==> src/ahsc_pkg.sv <==
// shared types and constants for the adaptive hash sample counter
package ahsc_pkg;

   localparam int unsigned TABLE_ENTRIES_DEF = 4096;
   localparam int unsigned NUM_LEVELS        = 64;
   localparam int unsigned LEVEL_W           = 6;
   localparam int unsigned THR_W             = 7;
   localparam int unsigned KEY_W             = 64;
   localparam int unsigned HIT_W             = 32;
   localparam int unsigned MAX_W             = 13;
   localparam int unsigned TZ_CELLS          = 8;
   localparam int unsigned TZ_SLICE          = 8;
   localparam logic [MAX_W-1:0] MAX_SAMPLES_RESET = 13'd4096;
   localparam logic [THR_W-1:0] THR_LIMIT         = 7'd64;

   // one table row
   typedef struct packed {
      logic               valid;
      logic [LEVEL_W-1:0] level;
      logic [HIT_W-1:0]   hits;
      logic [KEY_W-1:0]   key;
   } row_type;

   // link between neighboring trailing-zero cells
   typedef struct packed {
      logic       found;
      logic [6:0] count;
   } tz_link_type;

   typedef enum logic [3:0] {
      ST_CLEAR,
      ST_IDLE,
      ST_LOOKUP,
      ST_L_DECIDE,
      ST_DROPCHK,
      ST_DROP,
      ST_FREESCAN,
      ST_F_DECIDE,
      ST_DONE
   } state_type;

endpackage

==> src/ahsc_tz_cell.sv <==
// one cell of the trailing-zero chain, covers one byte of the hash
module ahsc_tz_cell (
   input  logic [ahsc_pkg::TZ_SLICE-1:0] slice,
   input  ahsc_pkg::tz_link_type         link_in,
   output ahsc_pkg::tz_link_type         link_out
);

   logic [3:0] tz_w;

   // trailing zeros inside this byte
   always_comb begin
      tz_w = 4'(ahsc_pkg::TZ_SLICE);
      for (int i = ahsc_pkg::TZ_SLICE - 1; i >= 0; i--) begin
         if (slice[i]) begin
            tz_w = 4'(i);
         end
      end
   end

   // pass on, or add this byte's zeros
   always_comb begin
      link_out = link_in;
      if (!link_in.found) begin
         link_out.count = link_in.count + 7'(tz_w);
         link_out.found = (slice != '0);
      end
   end

endmodule

==> config.mk <==
export PLATFORM = sky130hd
export DESIGN_NAME = ahsc_tz_cell
export DESIGN_NICKNAME = d
export VERILOG_FILES = /design/src/ahsc_pkg.sv /design/src/ahsc_tz_cell.sv
export SDC_FILE = /design/constraint.sdc
export NUM_CORES = 1
export LEC_CHECK = 0
export BUFFER_PORTS_ARGS = -buffer_cell sky130_fd_sc_hd__buf_2
export CORE_AREA = 2 2 39 41
export DETAILED_ROUTE_END_ITERATION = 16
export DIE_AREA = 0 0 41 43
export GPL_TIMING_DRIVEN = 0
export PLACE_DENSITY = 0.57
export SETUP_SLACK_MARGIN = 0.3
export SLEW_MARGIN = 20
export SYNTH_ARGS = -nofsm -noshare
export SYNTH_HDL_FRONTEND = slang
export SYNTH_SLANG_ARGS = --single-unit
==> constraint.sdc <==
create_clock -name vclk -period 7.1
set_input_delay 1.42 -clock vclk [all_inputs]
set_output_delay 1.42 -clock vclk [all_outputs]
set_load 0.01 [all_outputs]
### Word-level counts from Yosys, hierarchy flattened

Index checks and enable logic that the tools add are counted.

| operators by class | value |
|---|---|
| reduce and logical (&&, ||, !) cells | 1 |
| multiplexer cells | 9 |
| $add $sub $neg | 1 |

Operator list:

| cell | number |
|---|---|
| $mux W4 | 8 |
| $mux W8 | 1 |
| $reduce_bool A8 Y1 | 1 |
| $add A7 B4 Y7 | 1 |

| word-level totals | value |
|---|---|
| word-level logic and storage cells | 11 |
| output and inout bits | 8 |
| bits of input ports | 16 |
| flip-flop bits (word level) | 0 |

### Longest topological paths before layout

Gate-level depths: netlist (run 1).

| logic depth | value |
|---|---|
| word-level depth | 10 |
| mapped depth | 11 |
| gate-level depth less buffers | 11 |

### Worst setup path after synthesis (run 1)

Ideal clock, no wire load.

| path | value |
|---|---|
| path kind | in2out |
| from | input port slice[6] (netlist bit) |
| to | output port link_out[6] (netlist bit) |
| buffers on the path | 0 |
| required time | 5.680 ns |
| arrival time | 3.070 ns |
| stages on the path | 11 |
| setup slack | 2.610 ns |
| path through | nand2b_1 -> a21oi_1 -> o21bai_1 -> a21oi_1 -> ha_1 -> inv_1 -> fa_1 -> nor2b_4 -> o21a_1 -> o211ai_2 -> xnor2_1 |

RTL lines:

| what | line | text |
|---|---|---|
| from (decl) | ahsc_tz_cell.sv:3 | `input logic [ahsc_pkg::TZ_SLICE-1:0] slice,` |
| to (decl) | ahsc_tz_cell.sv:5 | `output ahsc_pkg::tz_link_type link_out` |

==> results of run 1 <==
layer usage:
layer,share of wire (%),routed length [um]
met1,45,345
met3,3.2,24
met2,52,392
met4,0,0
met5,0,0
synth_stat cells:
cell type	n	area, sq um
o21bai_1	2	15.0
nand2_1	5	18.8
inv_1	5	18.8
nor2_1	4	15.0
o21a_1	1	7.51
nor2b_2	1	8.76
o211ai_2	1	12.5
and3_1	1	6.26
nand2b_1	2	12.5
o21ai_0	4	20.0
and2_1	1	6.26
xnor2_1	2	17.5
nor3_1	1	5.00
fa_1	1	20.0
o31ai_1	1	7.51
nand4_1	1	6.26
xor2_1	3	26.3
buf_2	1	5.00
nor2b_4	1	13.8
ha_1	4	50.1
nor4_1	1	6.26
a21oi_1	3	15.0
mux2_2	1	11.3
a21o_1	1	7.51
cell usage in the layout (no fill, tap or decap), drive strengths merged:
master	count
nor2b	2
nor4	1
o31ai	1
and3	1
fa	1
inv	5
o21ai	4
o21bai	2
nand4	1
o21a	1
nand2b	2
buf	24
ha	4
nand2	5
a21oi	3
mux2	1
a21o	1
xor2	3
and2	1
nor3	1
xnor2	2
o211ai	1
nor2	4
worst min-delay path, cell delays in order:
cell and delay (ns):
buf_2 0.08, xnor2_1 0.05, buf_2 0.13
power groups by stage:
stage / Sequential, uW / Clock [uW] / Combinational [uW]
2_1_floorplan: 0 / 0 / 14.4
3_3_place_gp: 0 / 0 / 24.5
3_5_place_dp: 0 / 0 / 24.8
4_1_cts: 0 / 0 / 24.9
5_1_grt: 0 / 0 / 27.9
6_report: 0 / 0 / 24.6
path summary, 6_finish.rpt:
check,slack [ns],cells past startpoint,endpoint
worst max-delay path,2.34,13,link_out[6]
worst min-delay path,3.10,3,link_out[6]
cell families after synthesis:
family	after synthesis	share of synthesized area (%)
AO/OA/AOI/OAI	13	25.6
AND/OR/NAND/NOR	18	29.7
adder cells (fa/ha/maj)	5	21.1
XOR/XNOR	5	13.2
buffers and inverters	6	7.14
multiplexers	1	3.38
through the flow:
step / worst slack, ns / hold WS, ns
2_1_floorplan: 2.61 / 2.92
3_3_place_gp: 2.34 / 3.11
3_5_place_dp: 2.32 / 3.11
4_1_cts: 2.32 / 3.11
5_1_grt: 2.14 / 3.12
6_report: 2.34 / 3.10
final cells by class:
cell class | instances | share of cell area [%]
tap | 16 | 4.28
multi-input combinational | 42 | 66.0
inverter | 5 | 4.01
buffer | 1 | 1.07
timing repair buffer | 23 | 24.6
==> run summary, run 1 <==
Status: finished clean
CP Capture Type: output pin
Sequential power share: 0%
Sequential area share after synthesis: 0%
Min-delay src: link_in[6]
Via density: 4.31
Fin util: 33.8%
Die Y: 43 um
Initial DRT Pass Iterations: 3
I/O pins: 24
CP max-delay cell: fa_1
Num sequential: 0
Critical Path Start Type: input port
Final Hold Vio Count: 0
Buf/Inv on CP: 3
Final wirelength: 761 um
Post-Synthesis Cells: 48
Unique masters post-synth: 24
Mapped cell area: 333 sq um
RSZ-0062 raised after global routing: no
Placed cells: 87
Wire length per cell: 8.75 um
Nets: 94
Largest net degree at the start of global routing: 11
Crit path largest cell delay: 0.43 ns
Total vias in the final route: 375
Met1 usage in global routing: 13.4%
CP Max Fanout: 3
Row cnt: 14
Post-route DRC: 0
Initial antenna violation count: 0
Post-CTS Setup Inserts: 0
Critical path origin: slice[6]
Initial core utilization: 24.1%
# hold bufs at CTS: 0
GRT busiest layer: met2
Vias in the first global route: 323
Worst path required time: 5.68 ns
GPL Wtd Cong: 0.751
CP arrival: 3.34 ns
Met2 Track Usage GR: 15.6%
Syn Area/Cell: 6.93 sq um
Met3 Use GR: 0%
Initial drt markers: 4
Syn-to-layout area delta: 40.6%
Setup TNS: 0 ns
Pwr/cell area: 52.6 nW/um^2
P_int: 12.2 uW
Sw Share: 50.6%
Port Buffers: 23
FMAX: 210 MHz
Max VDD drop: 14.6 uV
Clock buf count: 0
CP cell instances: buf_2, nand2b_1, a21oi_1, o21bai_1, a21oi_1, ha_1, inv_1, fa_1, nor2b_4, o21a_1, o211ai_2, xnor2_1, buf_2
Core ar.: 1380 sq um
Final ANT Viol Nets: 0
Clock group share of total power: 0%
Fillers: 160
Crit-path leading delay family: compound AO/OA/AOI/OAI gates
Power Total: 24.6 uW
Die width: 41 um
Fin crit share: 67.0%
Max_slew headroom: 74.2%
Die ar.: 1760 sq um
Finished Layout Cells: 87
GRT Util Overall: 9.21%
Share of cells above drive strength 1: 39.4%
Fin crit period: 4.76 ns
Logic pwr share: 100.0%
Post-CTS sizing: 0
Gr ovfl total: 0
CP Class: input port to output pin
Synthesis warning total: 0
Area of the multi-input gates: 309 sq um
Psw: 12.5 uW
DP Area: 468 sq um
Syn Nets: 69
Lkg Pwr: 0.000263 uW
Wire length of the first global-routing pass: 1.24 mm
Fin area: 468 sq um
Antenna cell count: 0
Max-cap violations: 0
Finish-stage setup viols: 0
Register Area: 0 sq um
Max-slew violations: 0
Dpl hpwl: 690 um
HP Class: input port to output pin
Worst-Margin Slew: 0.383 ns
Power figures use the tool's default switching activity.
==> run 2: changes to the inputs <==
Settings changed: ABC_AREA from default to 1, PLACE_DENSITY 0.57 to 0.62.
Clock period 7.1 ns to 4.5 ns, I/O delays scaled along.
==> run 2 against run 1 <==
Against the previous run: total power grew 72%; sequential share of layout area did not move; via count grew 31%; combinational power is 72% higher; sequential cell count did not move; worst hold slack worse by 1.0 ns; setup slack got worse by 1.4 ns; critical path depth increased by 3; non-clock buffer count unchanged; routed wire length up 9.6%; count of clock-buffer cells in the layout stayed put.
==> run summary, run 2 <==
Status: finished clean
GRT Util Overall: 12.0%
CP Capture Type: output pin
Setup ws final: 0.976 ns
Finish-stage setup viols: 0
Initial drt markers: 9
Initial DRT Pass Iterations: 4
Final ANT Viol Nets: 0
CP Max Fanout: 4
Die ar.: 1760 sq um
Dpl hpwl: 791 um
Initial antenna violation count: 0
Largest net degree at the start of global routing: 10
Worst-Margin Slew: 0.188 ns
HP Class: input port to output pin
Clock buf count: 0
Syn Nets: 97
Port Buffers: 23
Lkg Pwr: 0.000341 uW
Worst path required time: 3.60 ns
Syn Area/Cell: 5.25 sq um
Commonest non-fill, non-tap cell in the layout: nand2_1
Max_slew headroom: 87.5%
Synthesis warning total: 0
Crit-path leading delay family: adder cells
CP arrival: 2.62 ns
Die Y: 43 um
Num sequential: 0
CP max-delay cell: fa_1
Hold Path Depth: 4
Die width: 41 um
GPL Wtd Cong: 0.726
Antenna cell count: 0
Nets: 122
Critical path depth in cells: 16
Sequential area share after synthesis: 0%
Most common cell in the netlist: nand2_1
Register Area: 0 sq um
FMAX: 284 MHz
CP endpoint: link_out[6]
Critical path origin: slice[6]
Pwr/cell area: 79.4 nW/um^2
Unique masters post-synth: 16
Wire length of the first global-routing pass: 1.63 mm
Fin util: 38.6%
Fillers: 166
Row cnt: 14
Buf/Inv on CP: 5
Ranking of synthesized cells by area: nand2_1 (24%), inv_1 (18%), ha_1 (13%)
Fin crit share: 78.3%
CP cell instances: buf_2, inv_1, nand2_1, nand2_1, nand2_1, nand2_1, nand2_1, a21oi_1, ha_1, inv_1, fa_1, o21ai_2, nand3_1, nand2_1, inv_1, buf_2
Max-cap violations: 0
Crit path largest cell delay: 0.42 ns
RSZ-0062 raised after global routing: no
Hold slack: 2.09 ns
Final wirelength: 834 um
Fin crit period: 3.52 ns
Share of cells above drive strength 1: 31.3%
Initial core utilization: 28.8%
Core ar.: 1380 sq um
Vias in the first global route: 450
Commonest cells post-synth: nand2_1 (26), inv_1 (19), nand3_1 (7)
Post-Synthesis Cells: 76
Max-slew violations: 0
Wire length per cell: 7.25 um
Critical Path Start Type: input port
CP Class: input port to output pin
Post-CTS Setup Inserts: 0
Place WS: 0.972 ns
Via density: 4.29
Syn-to-layout area delta: 33.9%
Most common cell on crit path: nand2_1
Commonest cells after routing, fill and taps aside: nand2_1 (26), buf_2 (24), inv_1 (19)
Setup TNS: 0 ns
Post-route DRC: 0
Max VDD drop: 25.3 uV
Total vias in the final route: 493
Final Hold Vio Count: 0
Post-CTS sizing: 0
Top cell type's share of synthesized area: 24.5%
Mapped cell area: 399 sq um
I/O pins: 24
Gr ovfl total: 0
# hold bufs at CTS: 0
Synth area leader: nand2_1
## run 2: cell count changes after synthesis, sizes merged, moves of 2 or more
cell / change
xor2: -2
o21bai: -2
nand3: +7
nand2b: -2
xnor2: -2
nor2b: -2
nand2: +23
inv: +14
## run 2: stage by stage
| step | instances | total power [uW] | cell area, sq um |
|---|---|---|---|
| 2_1_floorplan | 76 | 26.5 | 399 |
| 3_3_place_gp | 115 | 42.1 | 534 |
| 3_5_place_dp | 115 | 42.9 | 534 |
| 4_1_cts | 115 | 43.0 | 534 |
| 5_1_grt | 115 | 49.8 | 534 |
| 6_report | 115 | 42.4 | 534 |
## run 2: final cells by class
| cell class | count | area, sq um | area share (%) |
|---|---|---|---|
| Tap cell | 16 | 20.0 | 3.75 |
| Multi-Input combinational cell | 56 | 323 | 60.4 |
| Buffer | 1 | 5.00 | 0.937 |
| Inverter | 19 | 71.3 | 13.3 |
| Timing Repair Buffer | 23 | 115 | 21.5 |
## run 2: logic make-up after synthesis
family | synth area share [%]
AND/OR/NAND/NOR | 50.2
buffers and inverters | 19.1
AO/OA/AOI/OAI | 11.0
adder cells (fa/ha/maj) | 17.6
XOR/XNOR | 2.19
## run 2: worst min-delay path by stage
| stage | from | end |
|---|---|---|
| 2_1_floorplan | link_in[5] | link_out[5] |
| 3_3_place_gp | link_in[5] | link_out[5] |
| 3_5_place_dp | link_in[5] | link_out[5] |
| 4_1_cts | link_in[5] | link_out[5] |
| 5_1_grt | link_in[5] | link_out[5] |
| 6_report | link_in[5] | link_out[5] |
## run 2: metal layers
| metal | share of wire [%] | up-vias | track usage [%] |
|---|---|---|---|
| met4 | 0 | 0 | 0 |
| li1 | - | 278 | - |
| met2 | 55 | 4 | 21.3 |
| met5 | 0 | - | 0 |
| met1 | 43 | 211 | 16.5 |
| met3 | 2.0 | 0 | 0 |
## run 2: where the power goes
group          switching, uW  internal, uW  total [uW]
registers                  0             0           0
logic                   24.0          18.4        42.4
clock network              0             0           0
total                   24.0          18.4        42.4
==> run 3: changes to the inputs <==
Settings changed: ABC_AREA 1 to 0, PLACE_DENSITY 0.62 to 0.59.
Clock period 4.5 ns to 2.9 ns, I/O delays scaled along.
==> run 3 against run 2 <==
Against the previous run: the run now ends with negative setup slack left; critical path depth is 3 lower; largest cell class unchanged; largest power group unchanged; final cell count is 21% lower; worst hold slack got worse by 0.66 ns.
==> run summary, run 3 (synthesis gave the netlist of run 1 again) <==
Crit-path leading delay family: compound AO/OA/AOI/OAI gates
Final Hold Vio Count: 0
Buf/Inv on CP: 3
Max-cap violations: 0
Final wirelength: 713 um
Gr ovfl total: 0
Wire length of the first global-routing pass: 1.13 mm
Sw Share: 47.8%
Register Area: 0 sq um
Wire length per cell: 7.84 um
Commonest cells after routing, fill and taps aside: buf_2 (22), nand2_1 (5), inv_1 (4)
Largest net degree at the start of global routing: 11
Sequential power share: 0%
HP Class: input port to output pin
Most common cell on crit path: a21oi_2
Commonest non-fill, non-tap cell in the layout: buf_2
Antenna cell count: 0
Placed cells: 87
Logic pwr share: 100.0%
Clock buf count: 0
RSZ-0062 raised after global routing: yes
Initial DRT Pass Iterations: 1
Fin crit period: 2.94 ns
Num sequential: 0
Dpl hpwl: 638 um
Share of cells above drive strength 1: 60.0%
Pwr/cell area: 132 nW/um^2
Post-route DRC: 0
Initial core utilization: 24.1%
Total vias in the final route: 415
Hold slack: 1.44 ns
Finish-stage setup viols: 3
I/O pins: 24
Fin crit share: 101%
Initial drt markers: 0
Fin util: 41.5%
Violated checks: negative setup slack
CP Capture Type: output pin
Setup ws final: -0.0420 ns
Die ar.: 1760 sq um
Core ar.: 1380 sq um
FMAX: 340 MHz
Min-delay src: link_in[4]
# hold bufs at CTS: 0
CP Class: input port to output pin
Status: complete, but fails checks
Crit path largest cell delay: 0.36 ns
Max_slew headroom: 80.9%
Psw: 36.4 uW
Via density: 4.56
Nets: 98
Place WS: -0.126 ns
Clock group share of total power: 0%
Critical path origin: slice[6]
Area of the multi-input gates: 373 sq um
Lkg Pwr: 0.000299 uW
GRT Util Overall: 8.40%
Worst-Margin Slew: 0.284 ns
Fillers: 154
Initial antenna violation count: 0
Worst path required time: 2.32 ns
Die Y: 43 um
Die width: 41 um
CP max-delay cell: fa_2
Syn-to-layout area delta: 72.6%
Max VDD drop: 48.2 uV
P_int: 39.7 uW
Final ANT Viol Nets: 0
Row cnt: 14
CP Max Fanout: 2
GPL Wtd Cong: 0.671
Finished Layout Cells: 91
Max-slew violations: 0
Critical Path Start Type: input port
Vias in the first global route: 311
Port Buffers: 23
CP arrival: 2.36 ns
CP cell instances: buf_6, nand2b_4, a21oi_2, o21bai_1, a21oi_2, ha_2, inv_2, fa_2, nor2b_4, o21a_1, o211ai_2, xnor2_2, buf_2
[run 3: cell types whose count changed in the layout (fill, tap and decap cells not counted), moves of 4 or more]
| cell | previous run | this run |
|---|---|---|
| a21oi_1 | 4 | 0 |
| inv_1 | 19 | 4 |
| nand2_1 | 26 | 5 |
| nand3_1 | 7 | 0 |
[run 3: path summary, 6_finish.rpt]
path | end | cells after the start
max | link_out[6] | 13
min | link_out[4] | 3
[run 3: cell type report]
type,instances,share of cell area (%)
Buffer,1,0.871
Timing Repair Buffer,27,27.5
Multi-Input combinational cell,42,64.9
Inverter,5,3.27
Tap cell,16,3.49
[run 3: routing by layer]
layer	wire (um)	GRT usage, %	vias to the layer above
li1	-	-	223
met1	296	10.2	180
met2	361	16.3	12
met3	54	0	0
met4	0	0	0
met5	0	0	-
[run 3: power by group through the flow]
stage,combinational [uW],clock (uW),sequential [uW]
after floorplan,38.5,0,0
after global placement,63.8,0,0
after detailed placement,64.8,0,0
after CTS,74.3,0,0
after global routing,85.5,0,0
final,76.0,0,0
[run 3: metrics by stage]
stage          total power, uW  TNS (ns)  cell area (sq um)
6_report                  76.0    -0.102                574
5_1_grt                   85.5    -0.647                574
4_1_cts                   74.3    -0.166                557
3_5_place_dp              64.8    -0.250                492
2_1_floorplan             38.5         0                357
3_3_place_gp              63.8    -0.211                492
[run 3: timing repair]
item	in CTS	in global routing
setup buffers	3	1
pin swaps	5	6
hold endpoints to repair	0	0
setup endpoints to repair	6	6
resized for setup	9	3
